==> config.mk <==
export PLATFORM = sky130hd
export DESIGN_NAME = ycbcr_to_rgb_converter
export DESIGN_NICKNAME = d
export VERILOG_FILES = /design/src/ycc_pkg.sv /design/src/ycc_csr.sv /design/src/ycc_datapath.sv /design/src/ycbcr_to_rgb_converter.sv
export SDC_FILE = /design/constraint.sdc
export NUM_CORES = 1
export LEC_CHECK = 0
export BUFFER_PORTS_ARGS = -buffer_cell sky130_fd_sc_hd__buf_2
export CAP_MARGIN = 20
export CORE_ASPECT_RATIO = 1.4
export CORE_MARGIN = 10
export CORE_UTILIZATION = 65
export DETAILED_ROUTE_END_ITERATION = 7
export GPL_TIMING_DRIVEN = 1
export PLACE_DENSITY = 0.89
export SLEW_MARGIN = 25
export SYNTH_ARGS = -nofsm -noshare
export SYNTH_HDL_FRONTEND = slang
export SYNTH_SLANG_ARGS = --single-unit
==> constraint.sdc <==
create_clock -name clock -period 12.45 [get_ports clock]
set_input_delay 1.245 -clock clock [delete_from_list [all_inputs] [get_ports clock]]
set_output_delay 1.245 -clock clock [all_outputs]
set_load 0.03 [all_outputs]
==> src/ycc_pkg.sv <==
// shared types and constants for the ycbcr to rgb converter
package ycc_pkg;

   localparam int unsigned CSR_INDEX_WIDTH = 1;
   localparam int unsigned CSR_DATA_WIDTH  = 8;

   localparam logic [CSR_INDEX_WIDTH-1:0] CSR_FULL_RANGE  = 1'd0;
   localparam logic [CSR_INDEX_WIDTH-1:0] CSR_MATRIX_CODE = 1'd1;

   localparam logic [7:0] MATRIX_BT709      = 8'd1;
   localparam logic [7:0] MATRIX_BT2020     = 8'd9;
   localparam logic [7:0] MATRIX_CODE_RESET = 8'd2;

   typedef struct packed {
      logic [7:0] luma;
      logic [7:0] chroma_blue;
      logic [7:0] chroma_red;
   } ycc_req_type;

   typedef struct packed {
      logic [7:0] red;
      logic [7:0] green;
      logic [7:0] blue;
   } ycc_rsp_type;

   // conversion coefficients scaled by 256; off is the unscaled luma offset
   typedef struct packed {
      logic [8:0] cy;
      logic [4:0] off;
      logic [9:0] crv;
      logic [6:0] cgu;
      logic [7:0] cgv;
      logic [9:0] cbu;
   } ycc_coef_type;

endpackage

==> src/ycc_csr.sv <==
// configuration registers and coefficient selection
module ycc_csr (
   input  logic                                clock,
   input  logic                                reset,
   input  logic                                csr_write_enable,
   input  logic [ycc_pkg::CSR_INDEX_WIDTH-1:0] csr_index,
   input  logic [ycc_pkg::CSR_DATA_WIDTH-1:0]  csr_write_data,
   output ycc_pkg::ycc_coef_type               coef
);
   import ycc_pkg::*;

   logic       full_range_ff;
   logic       full_range_in;
   logic [7:0] matrix_code_ff;
   logic [7:0] matrix_code_in;

   always_comb begin
      full_range_in  = full_range_ff;
      matrix_code_in = matrix_code_ff;
      if (csr_write_enable) begin
         case (csr_index)
            CSR_FULL_RANGE:  full_range_in  = csr_write_data[0];
            CSR_MATRIX_CODE: matrix_code_in = csr_write_data[7:0];
            default: ;
         endcase
      end
   end

   always_ff @(posedge clock) begin
      if (reset) begin
         full_range_ff  <= 1'b0;
         matrix_code_ff <= MATRIX_CODE_RESET;
      end else begin
         full_range_ff  <= full_range_in;
         matrix_code_ff <= matrix_code_in;
      end
   end

   always_comb begin
      coef.cy  = full_range_ff ? 9'd256 : 9'd298;
      coef.off = full_range_ff ? 5'd0 : 5'd16;
      case (matrix_code_ff)
         MATRIX_BT709: begin
            coef.crv = full_range_ff ? 10'd403 : 10'd459;
            coef.cgu = full_range_ff ? 7'd48   : 7'd55;
            coef.cgv = full_range_ff ? 8'd120  : 8'd136;
            coef.cbu = full_range_ff ? 10'd475 : 10'd541;
         end
         MATRIX_BT2020: begin
            coef.crv = full_range_ff ? 10'd377 : 10'd430;
            coef.cgu = full_range_ff ? 7'd42   : 7'd48;
            coef.cgv = full_range_ff ? 8'd146  : 8'd167;
            coef.cbu = full_range_ff ? 10'd482 : 10'd548;
         end
         default: begin
            // bt.601 covers every other code
            coef.crv = full_range_ff ? 10'd359 : 10'd409;
            coef.cgu = full_range_ff ? 7'd88   : 7'd100;
            coef.cgv = full_range_ff ? 8'd183  : 8'd208;
            coef.cbu = full_range_ff ? 10'd454 : 10'd516;
         end
      endcase
   end

endmodule

==> src/ycc_datapath.sv <==
// input register, matrix multiply with rounding and clamp, result register
module ycc_datapath (
   input  logic                  clock,
   input  logic                  reset,
   input  ycc_pkg::ycc_coef_type coef,
   input  logic                  req_valid,
   output logic                  req_ready,
   input  ycc_pkg::ycc_req_type  req_data,
   output logic                  rsp_valid,
   input  logic                  rsp_ready,
   output ycc_pkg::ycc_rsp_type  rsp_data
);
   import ycc_pkg::*;

   logic        s1_valid_ff;
   logic        s1_valid_in;
   ycc_req_type s1_data_ff;
   logic        s2_valid_ff;
   logic        s2_valid_in;
   ycc_rsp_type s2_data_ff;
   ycc_rsp_type s2_data_in;
   logic        s2_open;
   logic        s1_move;

   logic signed [19:0] y_term;
   logic signed [19:0] cb_term;
   logic signed [19:0] cr_term;
   logic signed [19:0] lum;
   logic signed [19:0] red_sum;
   logic signed [19:0] green_sum;
   logic signed [19:0] blue_sum;

   // add the rounding half, shift by 8, clamp to 0..255
   function automatic logic [7:0] clamp_channel(input logic signed [19:0] sum);
      logic signed [19:0] t;
      t = sum + 20'sd128;
      if (t[19]) begin
         return 8'd0;
      end else if (t[18:16] != 3'd0) begin
         return 8'd255;
      end else begin
         return t[15:8];
      end
   endfunction

   assign s2_open   = !s2_valid_ff || rsp_ready;
   assign s1_move   = s1_valid_ff && s2_open;
   assign req_ready = !s1_valid_ff || s2_open;

   assign s1_valid_in = req_ready ? req_valid : s1_valid_ff;
   assign s2_valid_in = s2_open ? s1_valid_ff : s2_valid_ff;

   always_comb begin
      y_term  = $signed({12'd0, s1_data_ff.luma}) - $signed({15'd0, coef.off});
      cb_term = $signed({12'd0, s1_data_ff.chroma_blue}) - 20'sd128;
      cr_term = $signed({12'd0, s1_data_ff.chroma_red}) - 20'sd128;
      lum       = $signed({11'd0, coef.cy}) * y_term;
      red_sum   = lum + $signed({10'd0, coef.crv}) * cr_term;
      green_sum = lum - $signed({13'd0, coef.cgu}) * cb_term
                      - $signed({12'd0, coef.cgv}) * cr_term;
      blue_sum  = lum + $signed({10'd0, coef.cbu}) * cb_term;
      s2_data_in.red   = clamp_channel(red_sum);
      s2_data_in.green = clamp_channel(green_sum);
      s2_data_in.blue  = clamp_channel(blue_sum);
   end

   always_ff @(posedge clock) begin
      if (reset) begin
         s1_valid_ff <= 1'b0;
         s2_valid_ff <= 1'b0;
      end else begin
         s1_valid_ff <= s1_valid_in;
         s2_valid_ff <= s2_valid_in;
      end
   end

   always_ff @(posedge clock) begin
      if (req_ready) begin
         s1_data_ff <= req_data;
      end
      if (s1_move) begin
         s2_data_ff <= s2_data_in;
      end
   end

   assign rsp_valid = s2_valid_ff;
   assign rsp_data  = s2_data_ff;

`ifndef SYNTHESIS
   a_reset_empties: assert property (@(posedge clock)
      reset |=> !s1_valid_ff && !s2_valid_ff)
      else $error("pipeline not empty after reset");

   a_input_holds: assert property (@(posedge clock) disable iff (reset)
      s1_valid_ff && !s2_open |=> s1_valid_ff && $stable(s1_data_ff))
      else $error("input stage lost or changed a stalled pixel");

   a_transfer_lands: assert property (@(posedge clock) disable iff (reset)
      req_valid && req_ready |=> s1_valid_ff)
      else $error("accepted pixel did not reach the input stage");

   a_result_follows: assert property (@(posedge clock) disable iff (reset)
      s1_move |=> s2_valid_ff)
      else $error("moved pixel did not reach the result stage");
`endif

endmodule

==> src/ycbcr_to_rgb_converter.sv <==
// ycbcr to rgb pixel converter top level
//
//   channel  direction  handshake                payload
//   req_     in         req_valid / req_ready    luma, chroma_blue, chroma_red
//   rsp_     out        rsp_valid / rsp_ready    red, green, blue
//   csr_     in         csr_write_enable         csr_index, csr_write_data
//
// one pixel per cycle sustained while rsp_ready stays high; each pixel passes
// from its transfer in to its result through the input register and then the
// result register around the single multiply, round and clamp pass.
// synchronous reset empties both stages and restores full_range 0, matrix code 2.
// a stall on rsp_ready holds the result, and input is still taken while the
// input stage is empty.
module ycbcr_to_rgb_converter (
   input  logic                                clock,
   input  logic                                reset,
   input  logic                                req_valid,
   output logic                                req_ready,
   input  ycc_pkg::ycc_req_type                req_data,
   output logic                                rsp_valid,
   input  logic                                rsp_ready,
   output ycc_pkg::ycc_rsp_type                rsp_data,
   input  logic                                csr_write_enable,
   input  logic [ycc_pkg::CSR_INDEX_WIDTH-1:0] csr_index,
   input  logic [ycc_pkg::CSR_DATA_WIDTH-1:0]  csr_write_data
);
   import ycc_pkg::*;

   ycc_coef_type coef;

   ycc_csr u_csr (
      .clock            (clock),
      .reset            (reset),
      .csr_write_enable (csr_write_enable),
      .csr_index        (csr_index),
      .csr_write_data   (csr_write_data),
      .coef             (coef)
   );

   ycc_datapath u_datapath (
      .clock     (clock),
      .reset     (reset),
      .coef      (coef),
      .req_valid (req_valid),
      .req_ready (req_ready),
      .req_data  (req_data),
      .rsp_valid (rsp_valid),
      .rsp_ready (rsp_ready),
      .rsp_data  (rsp_data)
   );

endmodule

==> impl_metrics.csv, run 1 <==
group,metric,value,unit
die,dieArea,31100,µm²
cts,tritoncts,"yes",
worst_setup_path,crit_fanout,18,
worst_setup_path,crit_type,"register to register",
timing,whs,469,ps
worst_setup_path,path_buf_inv,9,
yosys,yosysSeqAreaShare,10.5,%
detailed_routing,vias,11626,
final_layout,diodes,0,
yosys,yosys.area.top_type,"fa_1",
cts,clk_latency,360,ps
yosys,syn_inst,1655,
yosys,synth_edf_count,48,
cts,clock-sinks,59,
cts,clockBufferDepth,2,
placement,hpwl,32900,µm
cts,numCtsBuffers,9,
timing,max_freq,0.0952,GHz
yosys,ys_top_cells_by_count,"456 x inv_1, 308 x fa_1, 222 x ha_1, 126 x nand2_1, 65 x nor2_1",
timing,tightestPinTransition,820,ps
timing,slew_headroom,45.1,%
timing,rsz0062_at_grt,"false",
detailed_routing,ant_nets,0,
yosys,syn_area,15800,µm²
placement,portBuffers,63,
detailed_routing,first_pass_iters,7,
yosys,syn_area_per_cell,9.57,µm²
worst_setup_path,cp_slowest_cell,"fa_1",
timing,min_period,10510,ps
die,row_count,67,
cts,h-tree-depth,3,
yosys,dominantRegCellSynth,"edfxtp_1",
final_layout,fin_area,16800,µm²
placement,place_area,16500,µm²
yosys,synth_area_leaders,"fa_1 39%, ha_1 18%, inv_1 11%, edfxtp_1 9.1%, nand2_1 3.0%",
final_layout,area_growth,6.09,%
die,start_util,66.0,%
detailed_routing,via_per_inst,5.75,
worst_setup_path,startpoint_type,"register",
outcome,outcome,"completed",
yosys,synth_most_common_cell,"inv_1",
final_layout,nets,2276,
detailed_routing,remaining_drc_errors,0,
worst_setup_path,critPathTopFamily,"adder cells",
worst_hold_path,worst_hold_path_type,"register to register",
worst_setup_path,crit_required,12550,ps
global_route,grt_start_max_net_pins,44,
detailed_routing,first_iter_violations,948,
timing,finClkSkew,4.02,ps
global_route,grt_antenna_before_repair,0,
global_route,grt_pass1_vias,12947,
final_layout,final_layout_size_suffix_gt1_share,7.12,%
timing,slew_viol_final,0,
die,ios,64,
yosys,synth_top_area_share,38.9,%
cts,cts_root_buf,"clkbuf_16",
yosys,async_reset_ff_share,0,%
cts,cts.hold.buffers_added,0,
placement,gp_congestion,1.01,
yosys,yosysWarnings,0,
global_route,grt_use_total,25.9,%
detailed_routing,drt-wirelength-per-cell,19.3,µm
worst_setup_path,critPathArrivalTime,10600,ps
cts,cts_resized,0,
timing,finalHoldViolCount,0,
worst_setup_path,cpPeakStageDelay,560,ps
die,die_h,205,µm
yosys,ys_ff_latch,59,
yosys,synth.distinct_cells,74,
timing,setup_viol,0,
job,cap_violations,0,
global_route,grt-ovfl-total,0,
die,die_w,152,µm
detailed_routing,wirelength,39100,µm
cts,postCtsSetupRepairBufs,0,
global_route,grt_pass1_wl,64200,µm
worst_setup_path,endpoint_kind,"register",
timing,min_period_over_period,84.4,%
die,core_area,24000,µm²
timing,setup_tns,0,ps
cts,clk_pin_slew,60,ps
[state kept, by name, indices dropped and copies added (netlist names)]
register / cells
u_datapath.rsp_valid: 1
u_datapath.rsp_data: 24
u_datapath.s1_valid_ff: 1
u_csr.full_range_ff: 1
u_datapath.s1_data_ff: 24
u_csr.matrix_code_ff: 8
[worst min-delay path: cells and delay by family (launching register included)]
family,cells,cell delay (ps)
AOI/OAI and AO/OA,1,50
and+or+nand+nor,1,50
DFF,1,310
[layer usage]
layer  global-route usage [%]  vias up  routed length (µm)
met3                     6.08      171                3090
met1                     27.5     5722               13300
met4                     19.0        0                3180
met2                     44.4      540               19500
li1                         -     5193                   -
met5                        0        -                   0
[path summary, 6_finish.rpt]
path	start	slack, ps	cells past startpoint	end
worst min-delay path	u_csr.matrix_code_ff[0]$_SDFFE_PP0P_	470	2	u_csr.matrix_code_ff[0]$_SDFFE_PP0P_
worst max-delay path	u_csr.full_range_ff$_SDFFE_PP0P_	1940	39	u_datapath.rsp_data[13]$_SDFFCE_PP0P_
worst max register to register	u_csr.full_range_ff$_SDFFE_PP0P_	1940	39	u_datapath.rsp_data[13]$_SDFFCE_PP0P_
worst min register to register	u_csr.matrix_code_ff[0]$_SDFFE_PP0P_	470	2	u_csr.matrix_code_ff[0]$_SDFFE_PP0P_
[cells by family after synthesis]
| kind of cell | count (synthesis) | share of synthesized area (%) |
|---|---|---|
| AOI/OAI and AO/OA | 148 | 6.37 |
| xor gates and xnor gates | 51 | 2.94 |
| adders and majority gates | 530 | 56.5 |
| buffers and inverters | 491 | 11.7 |
| DFF | 59 | 10.5 |
| muxes | 1 | 0.0632 |
| other | 2 | 0.0474 |
| and+or+nand+nor | 373 | 11.9 |
[stage by stage]
step	util, %	cells	worst slack, ps
2_1_floorplan	-	1657	2650
3_3_place_gp	68.8	2007	2450
3_5_place_dp	68.8	2007	2120
4_1_cts	70.0	2023	2070
5_1_grt	70.1	2023	1470
6_report	70.1	2023	1940
[placed cells by master, fill, tap and decap left out, types with 6 or more instances in the layout]
cell type and count:
buf_2 63, nand2_1 126, and3_1 17, fa_1 308, nand3_1 20, edfxtp_1 48
nand4_1 6, or2_2 8, nor3_1 15, dfxtp_1 11, xor2_1 20, o21a_1 12
or3_1 7, nand2b_1 6, xnor2_1 30, nor2b_1 18, o21ai_0 13, a21o_1 13
nor2_1 65, and2_1 56, buf_4 9, inv_1 456, ha_1 222, nor3_2 9
clkbuf_16 9, a21oi_1 58
[layout make-up]
| type | count | area, µm² |
|---|---|---|
| clock buffer | 9 | 225 |
| clock inverter | 7 | 76.3 |
| fill | 1797 | 7180 |
| inverter | 459 | 1720 |
| multi-input combinational | 1107 | 12300 |
| sequential | 59 | 1660 |
| tap | 310 | 388 |
| timing repair buffer | 72 | 383 |
Power of run 1 is not shown: default switching activity piles up to over one toggle a cycle in this logic, so the estimate is an artifact.
==> run 2: changes to the inputs <==
--- a/config.mk
+++ b/config.mk
@@ -9,10 +9,10 @@
 export CAP_MARGIN = 20
 export CORE_ASPECT_RATIO = 1.4
 export CORE_MARGIN = 10
-export CORE_UTILIZATION = 65
+export CORE_UTILIZATION = 59
 export DETAILED_ROUTE_END_ITERATION = 7
 export GPL_TIMING_DRIVEN = 1
-export PLACE_DENSITY = 0.89
+export PLACE_DENSITY = 0.86
 export SLEW_MARGIN = 25
 export SYNTH_ARGS = -nofsm -noshare
 export SYNTH_HDL_FRONTEND = slang
==> constraint.sdc (replaced) <==
create_clock -name clock -period 9.39 [get_ports clock]
set_input_delay 0.939 -clock clock [delete_from_list [all_inputs] [get_ports clock]]
set_output_delay 0.939 -clock clock [all_outputs]
set_load 0.03 [all_outputs]
==> run 2 against run 1 <==
Effect of this change:
- count of clock-buffer cells in the layout is 2 higher
- non-clock buffer count is 41 higher
- die area is 9.0% higher
- worst setup slack worse by 2100 ps
- final cell count is 2.7% higher
- highest routed layer unchanged
- the run now ends with setup timing left
- first-iteration DRC count is 7.0% lower
==> impl_metrics.csv, run 2 (synthesized netlist as in run 1, its figures left out) <==
group,metric,value,unit
final_layout,finalNonFillerCells,2078,
timing,slew_headroom,44.8,%
cts,cts_root_buf,"clkbuf_16",
detailed_routing,vias,11732,
timing,rsz0062_at_grt,"true",
worst_setup_path,crit_type,"register to register",
worst_setup_path,cp_slowest_cell,"fa_1",
detailed_routing,remaining_drc_errors,0,
worst_setup_path,critPathTopFamily,"adder cells",
worst_setup_path,startpoint_type,"register",
detailed_routing,ant_nets,0,
global_route,grt_antenna_before_repair,0,
cts,cts.hold.buffers_added,0,
detailed_routing,wirelength,40300,µm
placement,portBuffers,63,
die,ios,64,
placement,hpwl,33200,µm
global_route,grt_pass1_wl,64200,µm
outcome,outcome,"complete, but fails checks",
timing,setup_viol,8,
cts,clk_pin_slew,50,ps
final_layout,fill_cells,1979,
die,dieArea,33900,µm²
final_layout,fin_util,66.2,%
final_layout,final_cell_mix,"448 x inv_1, 307 x fa_1, 211 x ha_1, 125 x nand2_1, 64 x nor2_1",
detailed_routing,drt-wirelength-per-cell,19.4,µm
timing,min_period,9510,ps
cts,clock-sinks,59,
final_layout,diodes,0,
worst_setup_path,crit_required,9490,ps
worst_setup_path,critPathArrivalTime,9610,ps
placement,dp_slack,-279,ps
global_route,grt_use_total,24.7,%
cts,clk_latency,360,ps
worst_hold_path,worst_hold_path_type,"register to register",
cts,clockBufferDepth,2,
global_route,grt_pass1_vias,12760,
worst_setup_path,endpoint_kind,"register",
placement,gp_congestion,0.968,
cts,numCtsBuffers,9,
die,core_area,26300,µm²
final_layout,nets,2317,
timing,setup_slack,-122,ps
global_route,grt_start_max_net_pins,43,
detailed_routing,first_pass_iters,7,
timing,tightestPinTransition,821,ps
job,cap_violations,0,
worst_setup_path,crit_top_cell,"fa_1",
timing,min_period_over_period,101,%
outcome,failed_checks,"setup timing",
final_layout,area_growth,9.80,%
die,start_util,60.3,%
die,die_h,214,µm
global_route,grt-ovfl-total,0,
die,row_count,70,
timing,finClkSkew,5.54,ps
worst_setup_path,cpPeakStageDelay,550,ps
worst_setup_path,crit_fanout,8,
final_layout,final_common_cell,"inv_1",
timing,slew_viol_final,0,
timing,finalHoldViolCount,0,
cts,h-tree-depth,3,
final_layout,final_layout_size_suffix_gt1_share,11.4,%
detailed_routing,via_per_inst,5.65,
detailed_routing,first_iter_violations,882,
die,die_w,158,µm
placement,dp.cells,2045,
cts,tritoncts,"yes",
worst_setup_path,path_buf_inv,10,
timing,max_freq,0.105,GHz
timing,setup_tns,-904,ps
run 2: worst paths after layout:
| path | slack (ps) | cells past startpoint | from | end |
|---|---|---|---|---|
| hold reg to reg | 470 | 2 | u_csr.matrix_code_ff[0]$_SDFFE_PP0P_ | u_csr.matrix_code_ff[0]$_SDFFE_PP0P_ |
| hold / removal | 470 | 2 | u_csr.matrix_code_ff[0]$_SDFFE_PP0P_ | u_csr.matrix_code_ff[0]$_SDFFE_PP0P_ |
| setup / recovery | -120 | 39 | u_datapath.s1_data_ff[20]$_DFFE_PP_ | u_datapath.rsp_data[12]$_SDFFCE_PP0P_ |
| setup reg to reg | -120 | 39 | u_datapath.s1_data_ff[20]$_DFFE_PP_ | u_datapath.rsp_data[12]$_SDFFCE_PP0P_ |
run 2: worst register-to-register path: cells and delay by family (launching register included):
family	cells	cell delay (ps)
adder cells (fa/ha/maj)	15	5770
AND/OR/NAND/NOR	7	1300
buffers and inverters	10	760
AO/OA/AOI/OAI	5	760
flip-flops	1	370
XOR/XNOR	2	330
run 2: final cells by class:
cell class / count / area (µm²) / area share (%)
Clock inverter: 5 / 77.6 / 0.446
Multi-Input combinational cell: 1107 / 12600 / 72.2
Timing Repair Buffer: 113 / 716 / 4.12
Sequential cell: 59 / 1660 / 9.57
Tap cell: 324 / 405 / 2.33
Clock buffer: 11 / 243 / 1.40
Inverter: 459 / 1720 / 9.91
run 2: stage by stage:
step	hold WS [ps]	cell area, µm²
floorplan	440	15900
global placement	449	16700
detailed placement	465	16700
CTS	474	17200
global route	495	17400
finish	474	17400
run 2: what timing repair did:
item,CTS,global route
endpoints found under the setup margin,8,8
setup buffers,7,10
pin swaps,19,17
resized for setup,16,21
run 2: per-layer routing:
metal,vias to the layer above,track usage (%),part of all wire (%)
li1,5272,-,-
met1,5817,27.2,34
met5,-,0,0
met4,0,17.7,8.6
met2,484,42.9,51
met3,159,3.35,6.0
Power of run 2 is left out for the same reason.
